$ cat config.mk
export PLATFORM = sky130hd
export DESIGN_NAME = rle_two_color_run_decoder_top_flat
export DESIGN_NICKNAME = d
export VERILOG_FILES = /design/src/hw/rtl/rle2_pkg.sv /design/src/hw/rtl/rle2_if.sv /design/src/hw/rtl/rle2_ctrl.sv /design/src/hw/rtl/rle2_dp.sv /design/src/hw/rtl/rle_two_color_run_decoder_top.sv /design/src/flat_wrapper.sv
export SDC_FILE = /design/constraint.sdc
export NUM_CORES = 1
export LEC_CHECK = 0
export ABC_AREA = 1
export BUFFER_PORTS_ARGS = -buffer_cell sky130_fd_sc_hd__clkbuf_2
export CAP_MARGIN = 20
export CORE_MARGIN = 8
export CORE_UTILIZATION = 66
export CTS_BUF_LIST = sky130_fd_sc_hd__clkbuf_16
export CTS_CLUSTER_SIZE = 24
export DETAILED_ROUTE_END_ITERATION = 10
export PLACE_DENSITY = 0.95
export SLEW_MARGIN = 20
export SYNTH_ARGS = -nofsm -noshare
export SYNTH_HDL_FRONTEND = slang
export SYNTH_SLANG_ARGS = --single-unit
$ cat constraint.sdc
create_clock -name clk_i -period 7.5 [get_ports clk_i]
set_input_delay 0.75 -clock clk_i [delete_from_list [all_inputs] [get_ports clk_i]]
set_output_delay 0.75 -clock clk_i [all_outputs]
set_load 0.05 [all_outputs]
$ cat src/hw/rtl/rle2_pkg.sv
package rle2_pkg;

  // Width of the pixel counter and of the active part of the limit
  localparam int unsigned COUNT_BITS = 24;

  localparam int unsigned PIX_W   = 8;
  localparam int unsigned LIMIT_W = 24;
  localparam int unsigned RUN_W   = 7;   // holds a run count of 1..64

  localparam logic [LIMIT_W-1:0] LIMIT_RESET = LIMIT_W'(76800);
  localparam logic [PIX_W-1:0]   RUN_MASK    = 8'h3F;

  // Stream parsing phase
  typedef enum logic [2:0] {
    PH_HDR0 = 3'd0,
    PH_HDR1 = 3'd1,
    PH_CTRL = 3'd2,
    PH_LIT  = 3'd3,
    PH_VAL  = 3'd4
  } rle2_phase_e;

  // Mode field of a control byte
  typedef enum logic [1:0] {
    MODE_LIT    = 2'd0,
    MODE_SECOND = 2'd1,
    MODE_VALUE  = 2'd2,
    MODE_FIRST  = 2'd3
  } rle2_mode_e;

  // Controller states
  typedef enum logic {
    ST_IDLE = 1'b0,
    ST_RUN  = 1'b1
  } rle2_state_e;

  // Controller to datapath
  typedef struct packed {
    logic take;   // accept the request on the input channel this cycle
    logic step;   // emit the next pixel of a pending run
  } rle2_cmd_t;

  // Datapath to controller
  typedef struct packed {
    logic more;      // more pixels of this byte follow
    logic out_free;  // output register can be loaded
  } rle2_sts_t;

endpackage

$ cat src/hw/rtl/rle2_if.sv
// Input channel: one stream byte per request
interface rle2_in_if import rle2_pkg::*; ();
  logic             valid;
  logic             ready;
  logic [PIX_W-1:0] in_byte;
  logic             last_byte;

  modport source (output valid, output in_byte, output last_byte, input ready);
  modport sink   (input valid, input in_byte, input last_byte, output ready);
endinterface

// Output channel: one decoded result per request
interface rle2_out_if import rle2_pkg::*; ();
  logic               valid;
  logic               ready;
  logic [PIX_W-1:0]   pixel;
  logic               pixel_valid;
  logic               item_last;
  logic               stream_end;
  logic [LIMIT_W-1:0] zeros_owed;

  modport source (output valid, output pixel, output pixel_valid, output item_last,
                  output stream_end, output zeros_owed, input ready);
  modport sink   (input valid, input pixel, input pixel_valid, input item_last,
                  input stream_end, input zeros_owed, output ready);
endinterface

// Configuration write channel: pixel limit
interface rle2_cfg_if import rle2_pkg::*; ();
  logic               valid;
  logic               ready;
  logic [LIMIT_W-1:0] out_limit;

  modport source (output valid, output out_limit, input ready);
  modport sink   (input valid, input out_limit, output ready);
endinterface

$ cat src/hw/rtl/rle2_ctrl.sv
module rle2_ctrl import rle2_pkg::*; (
  input  logic      clk_i,
  input  logic      rst_ni,
  input  logic      in_valid_i,
  output logic      in_ready_o,
  input  rle2_sts_t sts_i,
  output rle2_cmd_t cmd_o
);

  rle2_state_e state_q, state_d;

  // State register
  always_ff @(posedge clk_i or negedge rst_ni) begin
    if (!rst_ni) begin
      state_q <= ST_IDLE;
    end else begin
      state_q <= state_d;
    end
  end

  // Next state and commands
  always_comb begin
    state_d    = state_q;
    in_ready_o = 1'b0;
    cmd_o      = '0;
    unique case (state_q)
      ST_IDLE: begin
        in_ready_o = sts_i.out_free;
        cmd_o.take = in_valid_i && sts_i.out_free;
        if (cmd_o.take && sts_i.more) begin
          state_d = ST_RUN;
        end
      end
      ST_RUN: begin
        cmd_o.step = sts_i.out_free;
        if (cmd_o.step && !sts_i.more) begin
          state_d = ST_IDLE;
        end
      end
      default: state_d = ST_IDLE;
    endcase
  end

endmodule

$ cat src/hw/rtl/rle2_dp.sv
module rle2_dp import rle2_pkg::*; (
  input  logic               clk_i,
  input  logic               rst_ni,
  input  rle2_cmd_t          cmd_i,
  output rle2_sts_t          sts_o,
  input  logic [PIX_W-1:0]   in_byte_i,
  input  logic               last_byte_i,
  input  logic               cfg_valid_i,
  input  logic [LIMIT_W-1:0] cfg_limit_i,
  input  logic               out_ready_i,
  output logic               out_valid_o,
  output logic [PIX_W-1:0]   pixel_o,
  output logic               pixel_valid_o,
  output logic               item_last_o,
  output logic               stream_end_o,
  output logic [LIMIT_W-1:0] zeros_owed_o
);

  // Stream state
  rle2_phase_e           phase_q, phase_d;
  logic [PIX_W-1:0]      first_q, first_d;
  logic [PIX_W-1:0]      second_q, second_d;
  logic [RUN_W-1:0]      lit_left_q, lit_left_d;
  logic [RUN_W-1:0]      run_len_q, run_len_d;
  logic [COUNT_BITS-1:0] emitted_q, emitted_d;
  logic [LIMIT_W-1:0]    limit_q;

  // Pending run
  logic [PIX_W-1:0]      run_pix_q, run_pix_d;
  logic [RUN_W-1:0]      run_left_q, run_left_d;
  logic                  last_q, last_d;

  // Output register
  logic                  out_valid_q;
  logic [PIX_W-1:0]      pixel_q;
  logic                  pixel_valid_q, item_last_q, stream_end_q;
  logic [LIMIT_W-1:0]    owed_q;

  logic [COUNT_BITS-1:0] lim, inc, base;
  logic [COUNT_BITS:0]   diff;
  logic                  room, emit, more, end_flag, load, finish, no_header;
  logic [PIX_W-1:0]      pix;
  logic [RUN_W-1:0]      cnt, ctrl_cnt;
  rle2_mode_e            mode;
  logic [LIMIT_W-1:0]    owed;

  assign lim      = COUNT_BITS'(limit_q);
  assign room     = emitted_q < lim;
  assign mode     = rle2_mode_e'(in_byte_i[7:6]);
  assign ctrl_cnt = RUN_W'(in_byte_i & RUN_MASK) + RUN_W'(1);

  // Byte decode, run stepping and stream bookkeeping
  always_comb begin
    phase_d    = phase_q;
    first_d    = first_q;
    second_d   = second_q;
    lit_left_d = lit_left_q;
    run_len_d  = run_len_q;
    emitted_d  = emitted_q;
    run_pix_d  = run_pix_q;
    run_left_d = run_left_q;
    last_d     = last_q;
    emit       = 1'b0;
    pix        = '0;
    cnt        = '0;
    end_flag   = 1'b0;

    if (cmd_i.take) begin
      end_flag = last_byte_i;
      unique case (phase_q)
        PH_HDR0: begin
          first_d = in_byte_i;
          phase_d = PH_HDR1;
        end
        PH_HDR1: begin
          second_d = in_byte_i;
          phase_d  = PH_CTRL;
        end
        PH_CTRL: begin
          if (room) begin
            unique case (mode)
              MODE_LIT: begin
                lit_left_d = ctrl_cnt;
                phase_d    = PH_LIT;
              end
              MODE_SECOND: begin
                emit = 1'b1;
                pix  = second_q;
                cnt  = ctrl_cnt;
              end
              MODE_VALUE: begin
                run_len_d = ctrl_cnt;
                phase_d   = PH_VAL;
              end
              MODE_FIRST: begin
                emit = 1'b1;
                pix  = first_q;
                cnt  = ctrl_cnt;
              end
              default: ;
            endcase
          end
        end
        PH_LIT: begin
          if (room) begin
            emit = 1'b1;
            pix  = in_byte_i;
            cnt  = RUN_W'(1);
            if (lit_left_q != '0) begin
              lit_left_d = lit_left_q - RUN_W'(1);
            end
            if (lit_left_d == '0) begin
              phase_d = PH_CTRL;
            end
          end
        end
        PH_VAL: begin
          if (room) begin
            emit    = 1'b1;
            pix     = in_byte_i;
            cnt     = run_len_q;
            phase_d = PH_CTRL;
          end
        end
        default: phase_d = PH_HDR0;
      endcase
    end else if (cmd_i.step) begin
      emit     = 1'b1;
      pix      = run_pix_q;
      cnt      = run_left_q;
      end_flag = last_q;
    end

    if (emit) begin
      emitted_d  = inc;
      run_pix_d  = pix;
      run_left_d = cnt - RUN_W'(1);
      last_d     = end_flag;
    end
  end

  // Pixel count, continuation test and pixels still owed to the limit
  assign inc       = emitted_q + COUNT_BITS'(1);
  assign more      = emit && (cnt > RUN_W'(1)) && (inc < lim);
  assign base      = emit ? inc : emitted_q;
  assign diff      = {1'b0, lim} - {1'b0, base};
  assign load      = emit || (cmd_i.take && last_byte_i);
  assign finish    = load && !more && end_flag;
  assign no_header = cmd_i.take && (phase_q == PH_HDR0);
  assign owed      = (finish && !no_header && !diff[COUNT_BITS])
                     ? LIMIT_W'(diff[COUNT_BITS-1:0]) : '0;

  assign sts_o.more     = more;
  assign sts_o.out_free = !out_valid_q || out_ready_i;

  // Stream state and limit registers
  always_ff @(posedge clk_i or negedge rst_ni) begin
    if (!rst_ni) begin
      phase_q    <= PH_HDR0;
      first_q    <= '0;
      second_q   <= '0;
      lit_left_q <= '0;
      run_len_q  <= '0;
      emitted_q  <= '0;
      limit_q    <= LIMIT_RESET;
      out_valid_q <= 1'b0;
    end else begin
      // End of stream returns the stream state to its reset value; the limit is kept
      if (finish) begin
        phase_q    <= PH_HDR0;
        first_q    <= '0;
        second_q   <= '0;
        lit_left_q <= '0;
        run_len_q  <= '0;
        emitted_q  <= '0;
      end else begin
        phase_q    <= phase_d;
        first_q    <= first_d;
        second_q   <= second_d;
        lit_left_q <= lit_left_d;
        run_len_q  <= run_len_d;
        emitted_q  <= emitted_d;
      end
      if (cfg_valid_i) begin
        limit_q <= cfg_limit_i;
      end
      if (load) begin
        out_valid_q <= 1'b1;
      end else if (out_ready_i) begin
        out_valid_q <= 1'b0;
      end
    end
  end

  // Run and output payload
  always_ff @(posedge clk_i) begin
    run_pix_q  <= run_pix_d;
    run_left_q <= run_left_d;
    last_q     <= last_d;
    if (load) begin
      pixel_q       <= emit ? pix : '0;
      pixel_valid_q <= emit;
      item_last_q   <= !more;
      stream_end_q  <= finish;
      owed_q        <= owed;
    end
  end

  assign out_valid_o   = out_valid_q;
  assign pixel_o       = pixel_q;
  assign pixel_valid_o = pixel_valid_q;
  assign item_last_o   = item_last_q;
  assign stream_end_o  = stream_end_q;
  assign zeros_owed_o  = owed_q;

endmodule

$ cat src/hw/rtl/rle_two_color_run_decoder_top.sv
// A byte's first result is registered and shows on the output in the cycle after the byte is taken.
// Throughput: a run of N pixels (N up to 64) holds the input until its last pixel has left,
// one pixel per cycle through the output register while the output is ready.
// Output stalls hold the input and the run sequencer.
// Reset (rst_ni low, asynchronous): stream state cleared, waits for the first header byte,
// pixel limit set to 76800.
module rle_two_color_run_decoder_top import rle2_pkg::*; (
  input  logic        clk_i,
  input  logic        rst_ni,
  rle2_in_if.sink     in_i,
  rle2_out_if.source  out_o,
  rle2_cfg_if.sink    cfg_i
);

  rle2_cmd_t cmd;
  rle2_sts_t sts;

  assign cfg_i.ready = 1'b1;

  rle2_ctrl u_ctrl (
    .clk_i      (clk_i),
    .rst_ni     (rst_ni),
    .in_valid_i (in_i.valid),
    .in_ready_o (in_i.ready),
    .sts_i      (sts),
    .cmd_o      (cmd)
  );

  rle2_dp u_dp (
    .clk_i         (clk_i),
    .rst_ni        (rst_ni),
    .cmd_i         (cmd),
    .sts_o         (sts),
    .in_byte_i     (in_i.in_byte),
    .last_byte_i   (in_i.last_byte),
    .cfg_valid_i   (cfg_i.valid),
    .cfg_limit_i   (cfg_i.out_limit),
    .out_ready_i   (out_o.ready),
    .out_valid_o   (out_o.valid),
    .pixel_o       (out_o.pixel),
    .pixel_valid_o (out_o.pixel_valid),
    .item_last_o   (out_o.item_last),
    .stream_end_o  (out_o.stream_end),
    .zeros_owed_o  (out_o.zeros_owed)
  );

`ifndef SYNTHESIS
  // A stalled result must never be overwritten by a new request
  assert property (@(posedge clk_i) disable iff (!rst_ni)
    (out_o.valid && !out_o.ready) |-> !in_i.ready)
    else $error("input ready while output is stalled");

  // No new byte while a run is still being emitted
  assert property (@(posedge clk_i) disable iff (!rst_ni)
    cmd.step |-> !in_i.ready)
    else $error("input ready during a run");

  // Stream end closes the byte, and a bare marker only closes a stream
  assert property (@(posedge clk_i) disable iff (!rst_ni)
    (out_o.valid && (out_o.stream_end || !out_o.pixel_valid))
      |-> (out_o.item_last && out_o.stream_end))
    else $error("bad end marking");

  // Owed count only travels with the stream end
  assert property (@(posedge clk_i) disable iff (!rst_ni)
    (out_o.valid && !out_o.stream_end) |-> (out_o.zeros_owed == '0))
    else $error("zeros_owed set before stream end");
`endif

endmodule

$ cat src/flat_wrapper.sv
// flat-port wrapper written by rule: the top's interface ports become plain ports
module rle_two_color_run_decoder_top_flat import rle2_pkg::*;
  (clk_i, rst_ni, in_i_valid, in_i_in_byte, in_i_last_byte, in_i_ready, out_o_valid, out_o_pixel, out_o_pixel_valid, out_o_item_last, out_o_stream_end, out_o_zeros_owed, out_o_ready, cfg_i_valid, cfg_i_out_limit, cfg_i_ready);
  rle2_in_if in_i_i ();
  rle2_out_if out_o_i ();
  rle2_cfg_if cfg_i_i ();
  input  logic clk_i;
  input  logic rst_ni;
  input wire logic [$bits(in_i_i.valid)-1:0] in_i_valid;
  input wire logic [$bits(in_i_i.in_byte)-1:0] in_i_in_byte;
  input wire logic [$bits(in_i_i.last_byte)-1:0] in_i_last_byte;
  output wire logic [$bits(in_i_i.ready)-1:0] in_i_ready;
  output wire logic [$bits(out_o_i.valid)-1:0] out_o_valid;
  output wire logic [$bits(out_o_i.pixel)-1:0] out_o_pixel;
  output wire logic [$bits(out_o_i.pixel_valid)-1:0] out_o_pixel_valid;
  output wire logic [$bits(out_o_i.item_last)-1:0] out_o_item_last;
  output wire logic [$bits(out_o_i.stream_end)-1:0] out_o_stream_end;
  output wire logic [$bits(out_o_i.zeros_owed)-1:0] out_o_zeros_owed;
  input wire logic [$bits(out_o_i.ready)-1:0] out_o_ready;
  input wire logic [$bits(cfg_i_i.valid)-1:0] cfg_i_valid;
  input wire logic [$bits(cfg_i_i.out_limit)-1:0] cfg_i_out_limit;
  output wire logic [$bits(cfg_i_i.ready)-1:0] cfg_i_ready;
  assign in_i_i.valid = in_i_valid;
  assign in_i_i.in_byte = in_i_in_byte;
  assign in_i_i.last_byte = in_i_last_byte;
  assign in_i_ready = in_i_i.ready;
  assign out_o_valid = out_o_i.valid;
  assign out_o_pixel = out_o_i.pixel;
  assign out_o_pixel_valid = out_o_i.pixel_valid;
  assign out_o_item_last = out_o_i.item_last;
  assign out_o_stream_end = out_o_i.stream_end;
  assign out_o_zeros_owed = out_o_i.zeros_owed;
  assign out_o_i.ready = out_o_ready;
  assign cfg_i_i.valid = cfg_i_valid;
  assign cfg_i_i.out_limit = cfg_i_out_limit;
  assign cfg_i_ready = cfg_i_i.ready;
  rle_two_color_run_decoder_top u_core (.clk_i(clk_i), .rst_ni(rst_ni), .in_i(in_i_i), .out_o(out_o_i), .cfg_i(cfg_i_i));
endmodule
Yosys cells after proc, flatten, opt, wreduce, memory -nomap -nowiden
Cells that the tools add are included.

word-level totals
  bits in registers = 134
  input port bits = 38
  output and inout bits = 38
  logic and storage cells = 135

cells by class
  $add $sub $neg = 5
  magnitude comparators = 3
  equal/unequal tests = 13
  muxes and demuxes = 60
  bitwise gates (word level) = 1
  reductions and logical operators = 36

operator list
  operator                                                        number
  2-to-1 mux 7 bit                                                19
  2-to-1 mux 8 bit                                                10
  < comparator 24 bit                                             2
  2-to-1 mux 24 bit                                               2
  case mux 8 bit (2 select lines)                                 2
  subtractor 24 x 24 -> 25 bit                                    1
  adder 24 x 1 -> 24 bit (second input constant)                  1
  case mux 7 bit (3 select lines)                                 1
  2-to-1 mux 3 bit                                                6
  2-to-1 mux 1 bit                                                15
  case mux 3 bit (5 select lines)                                 1
  case mux 7 bit (2 select lines)                                 1
  nonzero test 2 bit                                              7
  subtractor 7 x 1 -> 7 bit (second input constant)               2
  != test 3 bit (second input constant)                           4
  logical AND 1 bit                                               11
  adder 6 x 1 -> 7 bit (second input constant)                    1
  greater-than comparator 7 x 1 -> 1 bit (second input constant)  1
  zero test 7 bit                                                 1
  nonzero test 7 bit                                              1
  == test 3 x 2 -> 1 bit (second input constant)                  2
  case mux 3 bit (2 select lines)                                 1
  AND reduction 6 bit                                             1
  AND reduction 5 bit                                             1
  other kinds (16)                                                24

Depth between registers and ports, before layout
  depth in word-level cells = 14
  gate-level depth with buffers = 30
  gate-level depth less buffers = 30

Cells and area by module
From an unflattened synthesis, not the netlist that was laid out.

unflattened totals
  cells, all modules = 1,107
  area, all modules = 9,127.5 µm²

by module, submodules not included
  module                         times used  cells each  area each (µm²)  seq. area each (µm²)
  rle2_dp                        1           1,092       9,043.7          3,588.4
  rle2_ctrl                      1           13          72.6             25.0
  rle_two_color_run_decoder_top  1           2           11.3             0.0

Least setup slack after synthesis
Ideal clock, no wire load.

  kind = reg-to-reg
  start point = register u_core.u_dp.limit_q[11] (netlist: u_core.u_dp.lim[11])
  end point = register u_core.u_dp.owed_q[17] (netlist: u_core.u_dp.zeros_owed_o[17]) (data pin)
  library setup time = 260 ps
  arrival time = 4,404 ps
  required time = 7,240 ps
  path slack = 2,836 ps
  stages on the path, launching flop included = 31
  path buffers = 1
  clock period less this slack = 4,664 ps
  path through = dfstp_2 -> inv_1 -> ha_1 -> nand2_1 -> inv_1 -> nand2_1 -> nand2_1 -> nand2_1 -> nand2_1 -> a21oi_2 -> nand2_2 -> nor2_2 -> nor2_1 -> o21ai_2 -> xor2_1 -> ha_1 -> inv_1 -> fa_1 -> nand3_1 -> nand3_1 -> nand2_1 -> nand2_1 -> a21oi_1 -> o21ai_1 -> nand2_1 -> o211ai_1 -> a21boi_0 -> o21ai_0 -> nand4_4 -> buf_6 -> nor2_4

between the ends
  longest elaborated chain between the ends = 12
  elaborated cells on any way between the ends = 23
  those cells by class = add/sub: 1; order compare: 3; mux: 10; reduce/logical: 9

RTL lines
  what                                                                   RTL line        text
  start: declaration                                                     rle2_dp.sv:26   logic [LIMIT_W-1:0] limit_q;
  start signal: assignment                                               rle2_dp.sv:185  limit_q <= cfg_limit_i;
  branches (longest 12 deep; another with subtractor 24 x 24 -> 25 bit)  n/a
  end signal: assignment                                                 rle2_dp.sv:205  owed_q <= owed;
  end: declaration                                                       rle2_dp.sv:37   logic [LIMIT_W-1:0] owed_q;

Several ways; the timed one is not identified.
A chain may end at the register's enable or synchronous reset.

Final worst setup path
  start point = register u_core.u_dp.limit_q[11] (netlist: u_core.u_dp.lim[11])
  end point = register u_core.u_dp.owed_q[23] (netlist: u_core.u_dp.zeros_owed_o[23]) (data pin)

Same word-level chain as after synthesis.

==> impl_results.md <==
* Status: finished clean
* Main synth FF type: dfrtp_1
* Cts bufs inserted at 17
* Setup Crit Path Kind: flip-flop to flip-flop
* Number of synthesized flops with an enable pin at 51
* Die Y at 133 µm
* Crit. Startpoint: u_core.u_dp.lim[11]$_DFFE_PN1P_
* Slew Limit Headroom at 40.3%
* Remaining routing DRC violations at 0
* CTS tree: built
* Vias per cell at 5.93
* Synth Register Bits at 134
* Async SR Flop Fraction at 61.9%
* P_int at 0.00249 W
* Initial antenna violation count at 0
* Total setup buffers inserted after CTS at 0
* Synthesized area per cell at 8.22 µm²
* Maxcap violations at 0
* Hold Buf Count CTS at 0
* WL per Instance at 17.0 µm
* Net Sw Power at 0.00267 W
* P&R area growth vs syn at 11.2%
* Share of layout cells above drive strength 1 at 13.1%
* Max frequency at 155 MHz
* Total gr overflow at 0
* R2R Path Start: u_core.u_dp.lim[11]$_DFFE_PN1P_
* ANT nets after route at 0
* Largest fanout on the critical path at 24
* Post_cts resized at 0
* Clock power frac at 15.1%
* PD cells at 509 nW/µm²
* Endpoints failing setup at 0
* Initial Util at 66.6%
* YS warnings at 0
* First-pass GRT wire length at 38000 µm
* H-tree depth at 4
* Design area at 10100 µm²
* Syn Nets at 1222
* Worst min path class: input port to asynchronous set/reset pin
* Core Region at 13700 µm²
* Final Hold Vio Count at 0
* Number of buffers added on ports at 74
* Synth top area cells: dfrtp_1 22%, edfxtp_1 17%, ha_1 10%
* RSZ-0062 raised after global routing: no
* Critical Path Start Type: flip-flop
* Die width at 133 µm
* Pleak at 4.98 nW
* Vias post-DR at 8100
* Synth cell count leaders: 226 x nand2_1, 133 x inv_1, 101 x nand3_1
* Nets at 1289
* Sequential fraction of the synthesis area at 39.7%
* Largest net degree at the start of global routing at 59
* Die ar. at 17800 µm²
* Worst Clk Skew at 11.7 ps
* Post-synth top area cell: dfrtp_1
* Worst Tran Pin Value at 889 ps
* Clk root buf: clkbuf_16
* WP data arrival at 6710 ps
* Clock Sinks at 134
* Fin crit share at 86.2%
* N_diodes at 0
* Cells after synthesis at 1107
* Boundary pin count at 76
* Req. time, crit path at 7740 ps
* WL final at 23200 µm
* Synthesized area at 9100 µm²
* Final Max Tran Viols at 0
* Post-synth top area share at 21.7%
* Clk Latency, worst-skew pair at 430 ps
* Unique masters post-synth at 57
* Reg power frac at 25.4%
* GRT Util Overall at 26.3%
* Total negative slack at 0 ps
* Most frequent cell after synthesis: nand2_1
* Placed Area at 9580 µm²
* Max IR drop VDD at 0.000243 V
* Crit. End Element: flip-flop
* Site Rows at 43
* Hpwl dp at 16700 µm
* Placer Congestion at 0.948
* Vias in the first global route at 7929
* Fin crit period at 6460 ps
* Drt first-iter violations at 899
* Clock Path Buffers at 2
* Clock Pin Slew Worst Setup and Hold Paths at 60 ps
* First-pass detailed-route iteration total at 6
* Sw frac at 51.7%
* Logic pwr share at 59.5%
## cells in the final DEF (no fill, tap or decap), types with 5 or more instances in the layout
cell type  netlist  final
a21oi_1         53     53
a22o_1          16     16
buf_4            6      7
clkbuf_16        0     17
clkbuf_2         0     73
clkinv_1         2      5
dfrtp_1         79     79
edfxtp_1        51     51
ha_1            76     76
inv_1          133    135
nand2_1        226    226
nand3_1        101    101
nand4_1         23     23
nor2_1          83     83
nor2_4          21     22
nor3_1          15     15
o21ai_0         75     75
o21ai_1          8      8
xnor2_1         13     13
xor2_1          37     37
## metrics by stage
stage | total power, W | instances | hold slack (ps) | setup WS (ps) | util (%)
after floorplan | 0.00360 | 1107 | 454 | 2840 | -
after global placement | 0.00416 | 1335 | 481 | 1520 | 70.1
after detailed placement | 0.00428 | 1335 | 487 | 1210 | 70.1
after CTS | 0.00510 | 1367 | 237 | 1120 | 74.0
after global routing | 0.00551 | 1367 | 254 | 576 | 74.1
final | 0.00516 | 1367 | 231 | 1040 | 74.1
## critical path: stages (launching register included)
cell      delay, ps
dfstp_2         540
inv_1            60
ha_1            290
a21oi_1         150
nand2_1          60
nand2_1          50
nand2_1          80
a21oi_2         520
nand2_2         210
nor2_2          220
nor2_1          100
o21ai_4         500
inv_1           380
nand2_1         140
o21ai_1          90
ha_1            390
nand2_1          90
nor2_1          150
nand4_1         100
o21ai_1         290
nand2_1          90
o211ai_1        130
a21boi_0        200
o21ai_0         330
nand4_4         720
nor2_1          360
## path summary, 6_finish.rpt
kind                            slack [ps]  cells past startpoint                                    endpoint
worst max-delay path                  1040                     25  u_core.u_dp.zeros_owed_o[23]$_SDFFCE_PN0P_
worst min-delay path                   230                      1         u_core.u_dp.emitted_q[10]$_DFF_PN0_
worst max register to register        1040                     25  u_core.u_dp.zeros_owed_o[23]$_SDFFCE_PN0P_
worst min register to register         500                      2         u_core.u_dp.second_q[7]$_DFFE_PN0P_
max in group asynchronous             6190                      2         u_core.u_dp.second_q[5]$_DFFE_PN0P_
min in group clk_i                     500                      2         u_core.u_dp.second_q[7]$_DFFE_PN0P_
## cell families (layout without fill, tap and decap cells)
kind of cell	Yosys count	count (layout)	share of synthesized area [%]
and+or+nand+nor	492	492	25.4
AOI/OAI and AO/OA	178	178	11.3
buffers and inverters	171	251	7.60
DFF	134	134	39.7
adders and majority gates	77	77	10.7
xor gates and xnor gates	50	50	4.81
muxes	4	4	0.454
other	1	1	0.0412
## registers in the layout (all words and copies together), names as in the netlist, 3 cells and up
| signal | cells |
|---|---|
| u_core.u_dp.phase_q | 3 |
| u_core.u_dp.lit_left_q | 7 |
| u_core.u_dp.pixel_o | 8 |
| u_core.u_dp.lim | 24 |
| u_core.u_dp.run_len_q | 7 |
| u_core.u_dp.second_q | 8 |
| u_core.u_dp.emitted_q | 24 |
| u_core.u_dp.zeros_owed_o | 24 |
| u_core.u_dp.run_left_q | 7 |
| u_core.u_dp.first_q | 8 |
| u_core.u_dp.run_pix_q | 8 |
## power groups by stage
stage          logic (W)  registers [W]  clock network (W)
3_5_place_dp     0.00297        0.00131                  0
3_3_place_gp     0.00286        0.00130                  0
2_1_floorplan    0.00201        0.00160                  0
5_1_grt          0.00336        0.00134           0.000813
6_report         0.00307        0.00131           0.000781
4_1_cts          0.00302        0.00130           0.000776
## area by class of cell
class                      instances  area, µm²
clock buffer                      17        425
sequential                       134       3610
clock inverter                    15        111
timing repair buffer              80        418
multi-input combinational        802       4810
fill                             950       3540
inverter                         139        522
tap                              180        225
## layer usage
metal | track usage (%) | wire length (µm) | up-vias
li1 | - | - | 3842
met1 | 31.6 | 9280 | 3727
met2 | 43.5 | 11100 | 430
met3 | 5.76 | 1870 | 101
met4 | 13.6 | 953 | 0
met5 | 0 | 0 | -
No activity file was read; power rests on OpenSTA's default activity.
